--- config.mk ---
export PLATFORM = sky130hd
export DESIGN_NAME = fifo_queue_indexed_remove_flat
export DESIGN_NICKNAME = d
export VERILOG_FILES = /design/src/sv/fqir_pkg.sv /design/src/sv/fqir_in_if.sv /design/src/sv/fqir_out_if.sv /design/src/sv/fifo_queue_indexed_remove.sv /design/src/sv/fqir_ram.sv /design/src/sv/fqir_out_reg.sv /design/src/sv/fqir_seq.sv /design/src/flat_wrapper.sv
export SDC_FILE = /design/constraint.sdc
export NUM_CORES = 1
export LEC_CHECK = 0
export ABC_AREA = 1
export ABC_CLOCK_PERIOD_IN_PS = 13500
export BUFFER_PORTS_ARGS = -buffer_cell sky130_fd_sc_hd__buf_2
export CAP_MARGIN = 20
export CORE_ASPECT_RATIO = 0.6
export CORE_MARGIN = 8
export CORE_UTILIZATION = 53
export CTS_BUF_LIST = sky130_fd_sc_hd__clkbuf_8
export DETAILED_ROUTE_END_ITERATION = 7
export PLACE_DENSITY = 0.68
export SYNTH_ARGS = -nofsm -noshare
export SYNTH_HDL_FRONTEND = slang
export SYNTH_SLANG_ARGS = --single-unit
--- constraint.sdc ---
create_clock -name clk -period 13.5 [get_ports clk]
set_input_delay 1.35 -clock clk [delete_from_list [all_inputs] [get_ports clk]]
set_output_delay 1.35 -clock clk [all_outputs]
set_load 0.01 [all_outputs]
--- src/sv/fqir_pkg.sv ---
package fqir_pkg;

    localparam int DEPTH          = 16;
    localparam int ITEM_BITS      = 32;
    localparam int ADDR_BITS      = $clog2(DEPTH);
    localparam int COUNT_BITS     = $clog2(DEPTH + 1);
    localparam int OP_BITS        = 3;
    localparam int INDEX_BITS     = 4;
    localparam int DATA_BITS      = 32;
    localparam int COUNT_OUT_BITS = 5;

    typedef logic [ADDR_BITS-1:0]  addr_t;
    typedef logic [COUNT_BITS-1:0] count_t;
    typedef logic [ITEM_BITS-1:0]  item_t;

    typedef enum logic [OP_BITS-1:0] {
        OP_APPEND = 3'd0,
        OP_TAKE   = 3'd1,
        OP_READ   = 3'd2,
        OP_REMOVE = 3'd3,
        OP_CLEAR  = 3'd4
    } op_t;

    typedef enum logic [1:0] {
        ST_IDLE,
        ST_READ_WAIT,
        ST_SHIFT
    } seq_state_t;

    typedef struct packed {
        logic                      status;
        logic [DATA_BITS-1:0]      read_data;
        logic [COUNT_OUT_BITS-1:0] item_count;
    } result_t;

    function automatic addr_t slot_add(addr_t base, addr_t offset);
        logic [ADDR_BITS:0] sum;
        sum = {1'b0, base} + {1'b0, offset};
        if (sum >= (ADDR_BITS + 1)'(DEPTH))
        begin
            sum = sum - (ADDR_BITS + 1)'(DEPTH);
        end
        return sum[ADDR_BITS-1:0];
    endfunction

    function automatic addr_t slot_inc(addr_t a);
        addr_t r;
        if (a == ADDR_BITS'(DEPTH - 1))
        begin
            r = '0;
        end
        else
        begin
            r = a + 1'b1;
        end
        return r;
    endfunction

endpackage

--- src/sv/fqir_in_if.sv ---
interface fqir_in_if import fqir_pkg::*; ();

    logic                  valid;
    logic                  ready;
    logic [OP_BITS-1:0]    operation;
    logic [INDEX_BITS-1:0] item_index;
    logic [DATA_BITS-1:0]  write_data;

    modport source (output valid, output operation, output item_index, output write_data,
                    input ready);
    modport sink   (input valid, input operation, input item_index, input write_data,
                    output ready);

endinterface

--- src/sv/fqir_out_if.sv ---
interface fqir_out_if import fqir_pkg::*; ();

    logic                      valid;
    logic                      ready;
    logic                      status;
    logic [DATA_BITS-1:0]      read_data;
    logic [COUNT_OUT_BITS-1:0] item_count;

    modport source (output valid, output status, output read_data, output item_count,
                    input ready);
    modport sink   (input valid, input status, input read_data, input item_count,
                     output ready);

endinterface

--- src/sv/fifo_queue_indexed_remove.sv ---
// Append, clear, remove and any error load the transaction into the output register on
// accept; take and read load it from the registered RAM read data in READ_WAIT.
// Throughput: one command per cycle while the sequencer is idle and the output slot is
// free; take/read occupy READ_WAIT; remove at index i > 0 but not the last entry holds
// the sequencer in ST_SHIFT, one memory move per cycle over the single write port.
// Reset clears count, head and output valid; the memory is not cleared (no clearing pass).
module fifo_queue_indexed_remove import fqir_pkg::*; (
    input  logic       clk,
    input  logic       rst_n,
    fqir_in_if.sink    cmd,
    fqir_out_if.source rsp
);

    logic    out_free;
    logic    res_load;
    result_t res;
    logic    mem_wr_en;
    addr_t   mem_wr_addr;
    item_t   mem_wr_data;
    logic    mem_rd_en;
    addr_t   mem_rd_addr;
    item_t   mem_rd_data;

    fqir_seq u_seq (
        .clk         (clk),
        .rst_n       (rst_n),
        .cmd         (cmd),
        .out_free    (out_free),
        .res_load    (res_load),
        .res         (res),
        .mem_wr_en   (mem_wr_en),
        .mem_wr_addr (mem_wr_addr),
        .mem_wr_data (mem_wr_data),
        .mem_rd_en   (mem_rd_en),
        .mem_rd_addr (mem_rd_addr),
        .mem_rd_data (mem_rd_data)
    );

    fqir_ram #(
        .WORDS (DEPTH),
        .WIDTH (ITEM_BITS),
        .AW    (ADDR_BITS)
    ) u_ram (
        .clk     (clk),
        .wr_en   (mem_wr_en),
        .wr_addr (mem_wr_addr),
        .wr_data (mem_wr_data),
        .rd_en   (mem_rd_en),
        .rd_addr (mem_rd_addr),
        .rd_data (mem_rd_data)
    );

    fqir_out_reg u_out (
        .clk   (clk),
        .rst_n (rst_n),
        .load  (res_load),
        .res   (res),
        .free  (out_free),
        .rsp   (rsp)
    );

endmodule

--- src/sv/fqir_ram.sv ---
module fqir_ram #(
    parameter int WORDS = 16,
    parameter int WIDTH = 32,
    parameter int AW    = $clog2(WORDS)
) (
    input  logic             clk,
    input  logic             wr_en,
    input  logic [AW-1:0]    wr_addr,
    input  logic [WIDTH-1:0] wr_data,
    input  logic             rd_en,
    input  logic [AW-1:0]    rd_addr,
    output logic [WIDTH-1:0] rd_data
);

    logic [WIDTH-1:0] mem [WORDS];
    logic [WIDTH-1:0] rd_data_reg;

    always_ff @(posedge clk)
    begin
        if (wr_en)
        begin
            mem[wr_addr] <= wr_data;
        end
        if (rd_en)
        begin
            rd_data_reg <= mem[rd_addr];
        end
    end

    assign rd_data = rd_data_reg;

endmodule

--- src/sv/fqir_out_reg.sv ---
module fqir_out_reg import fqir_pkg::*; (
    input  logic        clk,
    input  logic        rst_n,
    input  logic        load,
    input  result_t     res,
    output logic        free,
    fqir_out_if.source  rsp
);

    logic    valid_reg;
    logic    valid_next;
    result_t data_reg;

    assign free = !valid_reg || rsp.ready;

    always_comb
    begin
        valid_next = valid_reg;
        if (load)
        begin
            valid_next = 1'b1;
        end
        else if (rsp.ready)
        begin
            valid_next = 1'b0;
        end
    end

    always_ff @(posedge clk or negedge rst_n)
    begin
        if (!rst_n)
        begin
            valid_reg <= 1'b0;
        end
        else
        begin
            valid_reg <= valid_next;
        end
    end

    always_ff @(posedge clk)
    begin
        if (load)
        begin
            data_reg <= res;
        end
    end

    assign rsp.valid      = valid_reg;
    assign rsp.status     = data_reg.status;
    assign rsp.read_data  = data_reg.read_data;
    assign rsp.item_count = data_reg.item_count;

endmodule

--- src/sv/fqir_seq.sv ---
module fqir_seq import fqir_pkg::*; (
    input  logic       clk,
    input  logic       rst_n,
    fqir_in_if.sink    cmd,
    input  logic       out_free,
    output logic       res_load,
    output result_t    res,
    output logic       mem_wr_en,
    output addr_t      mem_wr_addr,
    output item_t      mem_wr_data,
    output logic       mem_rd_en,
    output addr_t      mem_rd_addr,
    input  item_t      mem_rd_data
);

    seq_state_t state_reg, state_next;
    addr_t      head_reg, head_next;
    count_t     count_reg, count_next;
    addr_t      rd_ptr_reg, rd_ptr_next;
    addr_t      wr_ptr_reg, wr_ptr_next;
    count_t     left_reg, left_next;

    logic   accept;
    logic   idx_ok;
    addr_t  idx_addr;
    count_t idx_count;
    addr_t  shift_rd;

    always_comb
    begin
        accept    = cmd.valid && cmd.ready;
        idx_ok    = ({{COUNT_BITS{1'b0}}, cmd.item_index} < {{INDEX_BITS{1'b0}}, count_reg});
        idx_addr  = ADDR_BITS'(cmd.item_index);
        idx_count = COUNT_BITS'(cmd.item_index);
        shift_rd  = slot_inc(rd_ptr_reg);
    end

    assign cmd.ready = (state_reg == ST_IDLE) && out_free;

    always_comb
    begin
        state_next     = state_reg;
        head_next      = head_reg;
        count_next     = count_reg;
        rd_ptr_next    = rd_ptr_reg;
        wr_ptr_next    = wr_ptr_reg;
        left_next      = left_reg;
        mem_wr_en      = 1'b0;
        mem_wr_addr    = wr_ptr_reg;
        mem_wr_data    = cmd.write_data[ITEM_BITS-1:0];
        mem_rd_en      = 1'b0;
        mem_rd_addr    = head_reg;
        res_load       = 1'b0;
        res.status     = 1'b1;
        res.read_data  = '0;
        res.item_count = COUNT_OUT_BITS'(count_reg);

        unique case (state_reg)
            ST_IDLE:
            begin
                if (accept)
                begin
                    res_load = 1'b1;
                    unique case (op_t'(cmd.operation))
                        OP_APPEND:
                        begin
                            if (count_reg < COUNT_BITS'(DEPTH))
                            begin
                                mem_wr_en      = 1'b1;
                                mem_wr_addr    = slot_add(head_reg, ADDR_BITS'(count_reg));
                                count_next     = count_reg + 1'b1;
                                res.status     = 1'b0;
                                res.item_count = COUNT_OUT_BITS'(count_next);
                            end
                        end
                        OP_TAKE:
                        begin
                            if (count_reg != '0)
                            begin
                                res_load    = 1'b0;
                                mem_rd_en   = 1'b1;
                                mem_rd_addr = head_reg;
                                head_next   = slot_inc(head_reg);
                                count_next  = count_reg - 1'b1;
                                state_next  = ST_READ_WAIT;
                            end
                        end
                        OP_READ:
                        begin
                            if (idx_ok)
                            begin
                                res_load    = 1'b0;
                                mem_rd_en   = 1'b1;
                                mem_rd_addr = slot_add(head_reg, idx_addr);
                                state_next  = ST_READ_WAIT;
                            end
                        end
                        OP_REMOVE:
                        begin
                            if (idx_ok)
                            begin
                                count_next     = count_reg - 1'b1;
                                res.status     = 1'b0;
                                res.item_count = COUNT_OUT_BITS'(count_next);
                                if (cmd.item_index == '0)
                                begin
                                    head_next = slot_inc(head_reg);
                                end
                                else if ((idx_count + COUNT_BITS'(1)) != count_reg)
                                begin
                                    mem_rd_en   = 1'b1;
                                    mem_rd_addr = slot_add(head_reg, idx_addr + 1'b1);
                                    rd_ptr_next = mem_rd_addr;
                                    wr_ptr_next = slot_add(head_reg, idx_addr);
                                    left_next   = count_reg - COUNT_BITS'(1) - idx_count;
                                    state_next  = ST_SHIFT;
                                end
                            end
                        end
                        OP_CLEAR:
                        begin
                            count_next     = '0;
                            res.status     = 1'b0;
                            res.item_count = '0;
                        end
                        default:
                        begin
                            res.status = 1'b1;
                        end
                    endcase
                end
            end
            ST_READ_WAIT:
            begin
                res_load      = 1'b1;
                res.status    = 1'b0;
                res.read_data = DATA_BITS'(mem_rd_data);
                state_next    = ST_IDLE;
            end
            ST_SHIFT:
            begin
                mem_wr_en   = 1'b1;
                mem_wr_addr = wr_ptr_reg;
                mem_wr_data = mem_rd_data;
                wr_ptr_next = slot_inc(wr_ptr_reg);
                left_next   = left_reg - 1'b1;
                if (left_reg == COUNT_BITS'(1))
                begin
                    state_next = ST_IDLE;
                end
                else
                begin
                    mem_rd_en   = 1'b1;
                    mem_rd_addr = shift_rd;
                    rd_ptr_next = shift_rd;
                end
            end
            default:
            begin
                state_next = ST_IDLE;
            end
        endcase
    end

    always_ff @(posedge clk or negedge rst_n)
    begin
        if (!rst_n)
        begin
            state_reg <= ST_IDLE;
            head_reg  <= '0;
            count_reg <= '0;
            left_reg  <= '0;
        end
        else
        begin
            state_reg <= state_next;
            head_reg  <= head_next;
            count_reg <= count_next;
            left_reg  <= left_next;
        end
    end

    always_ff @(posedge clk)
    begin
        rd_ptr_reg <= rd_ptr_next;
        wr_ptr_reg <= wr_ptr_next;
    end

endmodule

--- src/flat_wrapper.sv ---
// flat-port wrapper written by rule: the top's interface ports become plain ports
module fifo_queue_indexed_remove_flat import fqir_pkg::*;
  (clk, rst_n, cmd_valid, cmd_operation, cmd_item_index, cmd_write_data, cmd_ready, rsp_valid, rsp_status, rsp_read_data, rsp_item_count, rsp_ready);
  fqir_in_if cmd_i ();
  fqir_out_if rsp_i ();
  input  logic clk;
  input  logic rst_n;
  input wire logic [$bits(cmd_i.valid)-1:0] cmd_valid;
  input wire logic [$bits(cmd_i.operation)-1:0] cmd_operation;
  input wire logic [$bits(cmd_i.item_index)-1:0] cmd_item_index;
  input wire logic [$bits(cmd_i.write_data)-1:0] cmd_write_data;
  output wire logic [$bits(cmd_i.ready)-1:0] cmd_ready;
  output wire logic [$bits(rsp_i.valid)-1:0] rsp_valid;
  output wire logic [$bits(rsp_i.status)-1:0] rsp_status;
  output wire logic [$bits(rsp_i.read_data)-1:0] rsp_read_data;
  output wire logic [$bits(rsp_i.item_count)-1:0] rsp_item_count;
  input wire logic [$bits(rsp_i.ready)-1:0] rsp_ready;
  assign cmd_i.valid = cmd_valid;
  assign cmd_i.operation = cmd_operation;
  assign cmd_i.item_index = cmd_item_index;
  assign cmd_i.write_data = cmd_write_data;
  assign cmd_ready = cmd_i.ready;
  assign rsp_valid = rsp_i.valid;
  assign rsp_status = rsp_i.status;
  assign rsp_read_data = rsp_i.read_data;
  assign rsp_item_count = rsp_i.item_count;
  assign rsp_i.ready = rsp_ready;
  fifo_queue_indexed_remove u_core (.clk(clk), .rst_n(rst_n), .cmd(cmd_i), .rsp(rsp_i));
endmodule
; ---- Yosys cells after proc, flatten, opt, wreduce, memory -nomap -nowiden
; Memory sizes are Yosys's and may differ from the RTL's. A register that Yosys moved wholly into a read port is not among the register bits.
; Cells that the tools add are included.
; Widths: inputs -> output; s select.
[word_totals]
reg_bits = 63
mem_bits_rw = 512
output_inout_bits = 40
n_memories = 1
[op_classes]
add_sub_neg = 15
n_lt_le_gt_ge = 5
eq_ne = 27
n_mux = 84
reduce_logical = 17
[mem_list]
columns = name, depth, word_bits, rd, rd_clocked_by_memory_dff, write_ports, line_no
row1 = u_core.u_ram.mem, 16, 32, 1, 1, 1, fqir_ram.sv:15  ; logic [WIDTH-1:0] mem [WORDS];
[ops]
columns = cell, n
row1 = $mux 4, 30
row2 = $mux 5, 10
row3 = $pmux 4 s2, 5
row4 = $mux 32, 1
row5 = $pmux 5 s4, 1
row6 = $mux 1, 19
row7 = $add 4x1->4 const B, 4
row8 = $ne 2x2->1 const B, 8
row9 = $add 4x4->5, 3
row10 = $ge 5x5->1 const B, 3
row11 = $ne 3x3->1 const B, 5
row12 = $pmux 5 s3, 1
row13 = $mux 2, 7
row14 = $eq 4x4->1 const B, 3
row15 = $reduce_and 6->1, 2
row16 = $sub 4x1->4 const B, 3
row17 = $pmux 1 s2, 5
row18 = $pmux 5 s2, 1
row19 = $sub 5x1->5 const B, 2
row20 = $reduce_and 8->1, 1
row21 = $reduce_and 7->1, 1
row22 = $eq 3x2->1 const B, 2
row23 = $pmux 1 s3, 2
row24 = $pmux 2 s3, 1
row25 = other kinds (24), 28

; ---- Longest topological paths before layout
[depth]
depth_word = 10
depth_mapped = 25
mapped_depth_nobuf = 21

; ---- By module
; Synthesis repeated with hierarchy kept, for this count alone.
[hier_totals]
cells_unflattened = 2738
area_unflattened_um2 = 27701.6
[modules_own_cells]
columns = module, instances, cells_each, area_per_inst_um2
row1 = fqir_ram, 1, 2120, 23050.9
row2 = fqir_seq, 1, 575, 3464.6
row3 = fqir_out_reg, 1, 43, 1186.1

; ---- Worst setup path after synthesis
; OpenSTA, ideal clock, no wires.
[synth_path]
path_kind = in2reg
start = in cmd_item_index[1]
end = reg u_core.u_ram.rd_data_reg[0] (netlist: u_core.u_ram.rd_data[0]) (read register of u_core.u_ram.mem), enable pin
setup_time_ns = 0.466
arrival_ns = 4.684
path_slack_ns = 8.350
path_stages = 11
cell_sequence = inv_1 -> ha_1 -> inv_1 -> nand2_1 -> nand3b_1 -> nor2_2 -> nand3_2 -> nand3_2 -> o22ai_1 -> a21oi_1 -> o21ai_0
[synth_between]
word_cells_on_any_way = 27
[synth_lines]
columns = element, line_no
row1 = "start, declared", flat_wrapper.sv:10  ; input wire logic [$bits(cmd_i.item_index)-1:0] cmd_item_index;
row2 = $add 4x1->5, fqir_seq.sv:109  ; else if ((idx_count + COUNT_BITS'(1)) != count_reg)
row3 = $ne 5x5->1, fqir_seq.sv:109
row4 = $mux 1, fqir_seq.sv:109
row5 = $mux 1, fqir_seq.sv:105  ; if (cmd.item_index == '0)
row6 = $mux 1, fqir_seq.sv:100  ; if (idx_ok)
row7 = $pmux 1 s3 *, fqir_seq.sv:64  ; unique case (op_t'(cmd.operation))
row8 = $mux 1 *, fqir_seq.sv:61  ; if (accept)
row9 = $pmux 1 s2 *, fqir_seq.sv:58  ; unique case (state_reg)
row10 = via u_core.mem_rd_en, fifo_queue_indexed_remove.sv:20  ; logic mem_rd_en;
row11 = "end, declared", fqir_ram.sv:16  ; logic [WIDTH-1:0] rd_data_reg;
; The timed path passes the listed nets; every way through them passes the cells marked *.
; A chain may end at the register's enable or synchronous reset.

; ---- Worst setup path after layout
[layout_path]
start = in cmd_item_index[1]
end = reg u_core.u_ram.rd_data_reg[12] (netlist: u_core.u_ram.rd_data[12]) (read register of u_core.u_ram.mem), data pin
[layout_between]
elab_chain_len = 10
word_cells_on_any_way = 27
[layout_rtl]
columns = element, line_no
row1 = $add 4x1->4, fqir_seq.sv:112  ; mem_rd_addr = slot_add(head_reg, idx_addr + 1'b1);
row2 = $add 4x4->5, fqir_pkg.sv:38  ; sum = {1'b0, base} + {1'b0, offset};
row3 = $sub 4x1->4 / $ge 5x5->1 (equally long branches), "fqir_pkg.sv:41, fqir_pkg.sv:39"
row4 = $mux 4, fqir_pkg.sv:39  ; if (sum >= (ADDR_BITS + 1)'(DEPTH))
row5 = $mux 4, fqir_seq.sv:109
row6 = $mux 4, fqir_seq.sv:105
row7 = $mux 4, fqir_seq.sv:100
row8 = $pmux 4 s2, fqir_seq.sv:64
row9 = $mux 4, fqir_seq.sv:61
row10 = $pmux 4 s2, fqir_seq.sv:58
; Parallel ways exist; a longest one is shown, timed or not.

==> key figures <==
Logic synthesis
  • Warning count from the yosys run: 0
  • Most instantiated flip-flop cell in the synthesis netlist: sky130_fd_sc_hd__edfxtp_1
  • Count of state elements after synthesis: 607
  • Synthesized cell area: roughly 0.028 mm²
  • Net Count, Synth: roughly 2700
  • Top-count cell post-synth: sky130_fd_sc_hd__nand3_1
  • Post-synth ARST share: under 10%
  • Cell types occupying the most area after synthesis: sky130_fd_sc_hd__edfxtp_1 (64%), sky130_fd_sc_hd__nand3_1 (11%), sky130_fd_sc_hd__nand2_1 (7.2%)
  • Count of flip-flops with a built-in enable after synthesis: 590
  • Synthesized area per cell: 10.4 µm²
  • Cell variety after synth: 44
  • Area share of the largest cell type after synthesis: 63.7%
  • Ranking of synthesized cells by instance count: sky130_fd_sc_hd__nand3_1 (602), sky130_fd_sc_hd__edfxtp_1 (590), sky130_fd_sc_hd__nand2_1 (533)
  • Post-synth top area cell: sky130_fd_sc_hd__edfxtp_1
  • Post-synthesis sequential area ratio: 65.2%
  • Number of cells produced by synthesis: 2670

Layout
  • Final standard cell area without fillers: between 0.03 and 0.04 mm²
  • Area Overhead vs Synth: 10.2%
  • Fraction of final layout cells with drive strength greater than 1: 10.7%
  • Filler Cells Inserted: 4381
  • Storage element area: 0.0181 mm²
  • Final nets: 2830
  • Multi-input logic area: between 0.007 and 0.008 mm²
  • Diodes inserted: 0
  • Largest register FFs: between 500 and 600

GRT
  • Vias in the first global route: roughly 19000
  • Pin count of the biggest net entering global routing: 209
  • Tot GR Track Use: a little under a quarter
  • Number of antenna violations at the first check in global routing: 0
  • Global-route wire length before repair: 110 mm
  • Remaining Overflow, GRT: 0

Clock network
  • H-tree depth reported by CTS: 3
  • # resized after CTS: 0
  • Number of setup buffers added after CTS: 0
  • Buffers from clock root to sink, at most: 3
  • TritonCTS clock tree: yes
  • Number of CTS-inserted buffers: 89
  • Root Driver: sky130_fd_sc_hd__clkbuf_8
  • Clock latency on the worst-skew pair: 690 ps
  • Clk pin slew, worst setup/hold paths: about 70 ps
  • Number of hold-repair buffers added at the cts stage: 0
  • CTS Sinks: approximately 600

Critical path
  • Arrival time reported for the critical path endpoint: about 6700 ps
  • Critical path peak fanout: 147
  • Worst setup path startpoint: cmd_item_index[1]
  • Endpoint of the worst register-to-register path: u_core.u_ram.rd_data[12]
  • Buf+Inv Stages, Crit Path: 5
  • Critical path's top delay family: simple AND/OR/NAND/NOR gates
  • Start-to-end type of the worst setup path: in -> reg
  • CP required: approximately 14000 ps
  • Endpoint class of the critical path: register
  • Launching element type of the critical path: input port
  • Flop-to-flop setup slack: slightly above 7000 ps
  • Worst path most repeated cell: sky130_fd_sc_hd__nand2_1
  • Highest-delay cell along the critical path: sky130_fd_sc_hd__buf_4
  • Worst reg-to-reg path cell count: 22
  • Start of the worst register-to-register path: u_core.u_seq.count_reg[2]
  • Cells traversed along the worst timing path: buf_2 -> inv_1 -> ha_1 -> inv_1 -> nand2_1 -> nand3b_1 -> nor2_2 -> nand3_2 -> nand3_2 -> nand2_1 -> nand3_1 -> nand2_1 -> nand2_1 -> nand2_8 -> nand2_8 -> buf_4 -> buf_4 -> nand2_1 -> nand3_1 -> nand3_1 -> nand3_1 -> nand2_1
  • Crit path largest cell delay: 920 ps

Power
  • Reported leakage power: 0.0128 µW
  • Maximum ir drop on the vdd rail: 187 µV
  • PD cells: around 230 mW/mm²

Run status
  • Status: complete, no violations

Routing
  • Via density per instance: 5.55
  • Detail Route Antenna Nets: 0
  • Detailed-router iteration count before antenna repair: 5
  • Initial DRC Count: 2612
  • Vias: 19570
  • DRC violations left: 0
  • DR WL/cell: 20.4 µm
  • Final Routed Wirelength: between 70 and 80 mm

Hold path
  • Number of instances on the worst hold path: 2
  • Worst-case hold path end point: u_core.u_out.rsp.read_data[11]
  • Classification of the worst-slack hold path: reg -> reg
  • Launch instance of the worst min-delay path: u_core.u_ram.rd_data[11]

Placement
  • RD Place Congestion: 0.929
  • Half-perimeter wire length of the detailed placement result: roughly 38 mm
  • Number of port buffers: approximately 80
  • Standard cell area after detailed placement: 0.0290 mm²

Die
  • Floorplan row count: 65
  • Die W: 312 µm
  • Starting density of the core: a little over half
  • Core box area: 0.0522 mm²
  • Num ports: 83
  • Full die area: 0.0603 mm²
  • Vertical die dimension: 193 µm

STA
  • Relative slew slack: 24.5%
  • Slew @ Worst Pin: 1130 ps
  • Shortest clock period the worst path allows after layout: between 6000 and 7000 ps
  • RSZ-0062 raised after global routing: false
  • Worst clock skew: 49.6 ps
  • Max Clk Rate: 158 MHz
  • Setup TNS Final: 0 ps
  • Final hold violations: 0
  • Setup Viol. Count Final: 0
  • Number of pins exceeding their max-slew limit in the final report: 0
  • Final cycle utilization of the critical path: 46.8%

Run
  • Max-capacitance violation count: 0
[worst reg2reg max path, stage by stage (launching register included)]
cell	delay, ps
sky130_fd_sc_hd__dfrtp_1	670
sky130_fd_sc_hd__inv_2	210
sky130_fd_sc_hd__ha_1	340
sky130_fd_sc_hd__nand2_1	90
sky130_fd_sc_hd__inv_2	30
sky130_fd_sc_hd__o21ai_1	150
sky130_fd_sc_hd__nand2_1	100
sky130_fd_sc_hd__nor2_2	360
sky130_fd_sc_hd__nand2_1	90
sky130_fd_sc_hd__nand3_1	80
sky130_fd_sc_hd__nand2_1	60
sky130_fd_sc_hd__inv_2	50
sky130_fd_sc_hd__nand2_1	40
sky130_fd_sc_hd__nand2_1	140
sky130_fd_sc_hd__nand2_8	550
sky130_fd_sc_hd__nand2_8	800
sky130_fd_sc_hd__buf_4	980
sky130_fd_sc_hd__buf_4	780
sky130_fd_sc_hd__nand2_1	130
sky130_fd_sc_hd__nand3_1	110
sky130_fd_sc_hd__nand3_1	90
sky130_fd_sc_hd__nand3_1	130
sky130_fd_sc_hd__nand2_1	70
[layout make-up]
class	count	area share (%)
Inverter	422	5.18
Tap cell	703	2.87
Multi-Input combinational cell	1491	24.5
Sequential cell	607	59.2
Timing Repair Buffer	146	3.05
Clock buffer	90	4.04
Clock inverter	68	1.13
[worst max path at each step]
stage	slack, ps	depth (start not counted)	to
after floorplan	8350	11	u_core.u_ram.rd_data[0]
after global placement	6800	22	u_core.u_ram.rd_data[17]
after detailed placement	6640	22	u_core.u_ram.rd_data[16]
after CTS	7360	22	u_core.u_ram.rd_data[13]
after global routing	6800	22	u_core.u_ram.rd_data[13]
final	7190	22	u_core.u_ram.rd_data[12]
[report_power, final]
part / total [µW] / leakage (µW) / internal (µW) / switching, µW
logic: 3220 / 0.00636 / 930 / 2290
clock network: 1370 / 0.000930 / 660 / 709
registers: 2590 / 0.00555 / 2490 / 103
total: 7170 / 0.0128 / 4080 / 3100
[metrics by stage]
| stage | total power (µW) | util (%) | hold WS (ps) | std cells | setup WS, ps |
|---|---|---|---|---|---|
| finish | 7170 | 58.7 | 556 | 3527 | 7190 |
| global route | 7640 | 58.7 | 580 | 3527 | 6800 |
| CTS | 7150 | 58.6 | 560 | 3525 | 7360 |
| detailed placement | 5790 | 55.6 | 544 | 3367 | 6640 |
| global placement | 5720 | 55.6 | 532 | 3367 | 6800 |
| floorplan | 4930 | - | 512 | 2670 | 8350 |
[logic make-up after synthesis]
kind of cell	after synthesis	synth area share, %
AOI/OAI and AO/OA	137	2.77
xor gates and xnor gates	18	0.567
adders and majority gates	30	1.46
buffers and inverters	572	8.48
DFF	607	65.2
muxes	1	0.0360
and+or+nand+nor	1305	21.5
[layer usage]
| layer | GRT usage [%] | share of wire (%) | vias to the layer above | wire, µm |
|---|---|---|---|---|
| met5 | 0 | 0 | - | 0 |
| met4 | 6.27 | 2.0 | 0 | 1470 |
| met3 | 5.11 | 10 | 128 | 7200 |
| met2 | 34.4 | 44 | 950 | 31300 |
| met1 | 34.5 | 44 | 9313 | 31900 |
| li1 | - | - | 9179 | - |
[cells in the final DEF, fill, tap and decap left out, types with 26 or more instances in the layout]
master / instances
sky130_fd_sc_hd__edfxtp_1: 590
sky130_fd_sc_hd__ha_1: 26
sky130_fd_sc_hd__nand3_1: 602
sky130_fd_sc_hd__nand3b_1: 63
sky130_fd_sc_hd__buf_4: 61
sky130_fd_sc_hd__inv_1: 438
sky130_fd_sc_hd__o21ai_0: 63
sky130_fd_sc_hd__clkbuf_8: 90
sky130_fd_sc_hd__buf_2: 82
sky130_fd_sc_hd__a21oi_1: 34
sky130_fd_sc_hd__nor2_1: 66
sky130_fd_sc_hd__nand2_1: 531
(Power assumes the default switching activity.)
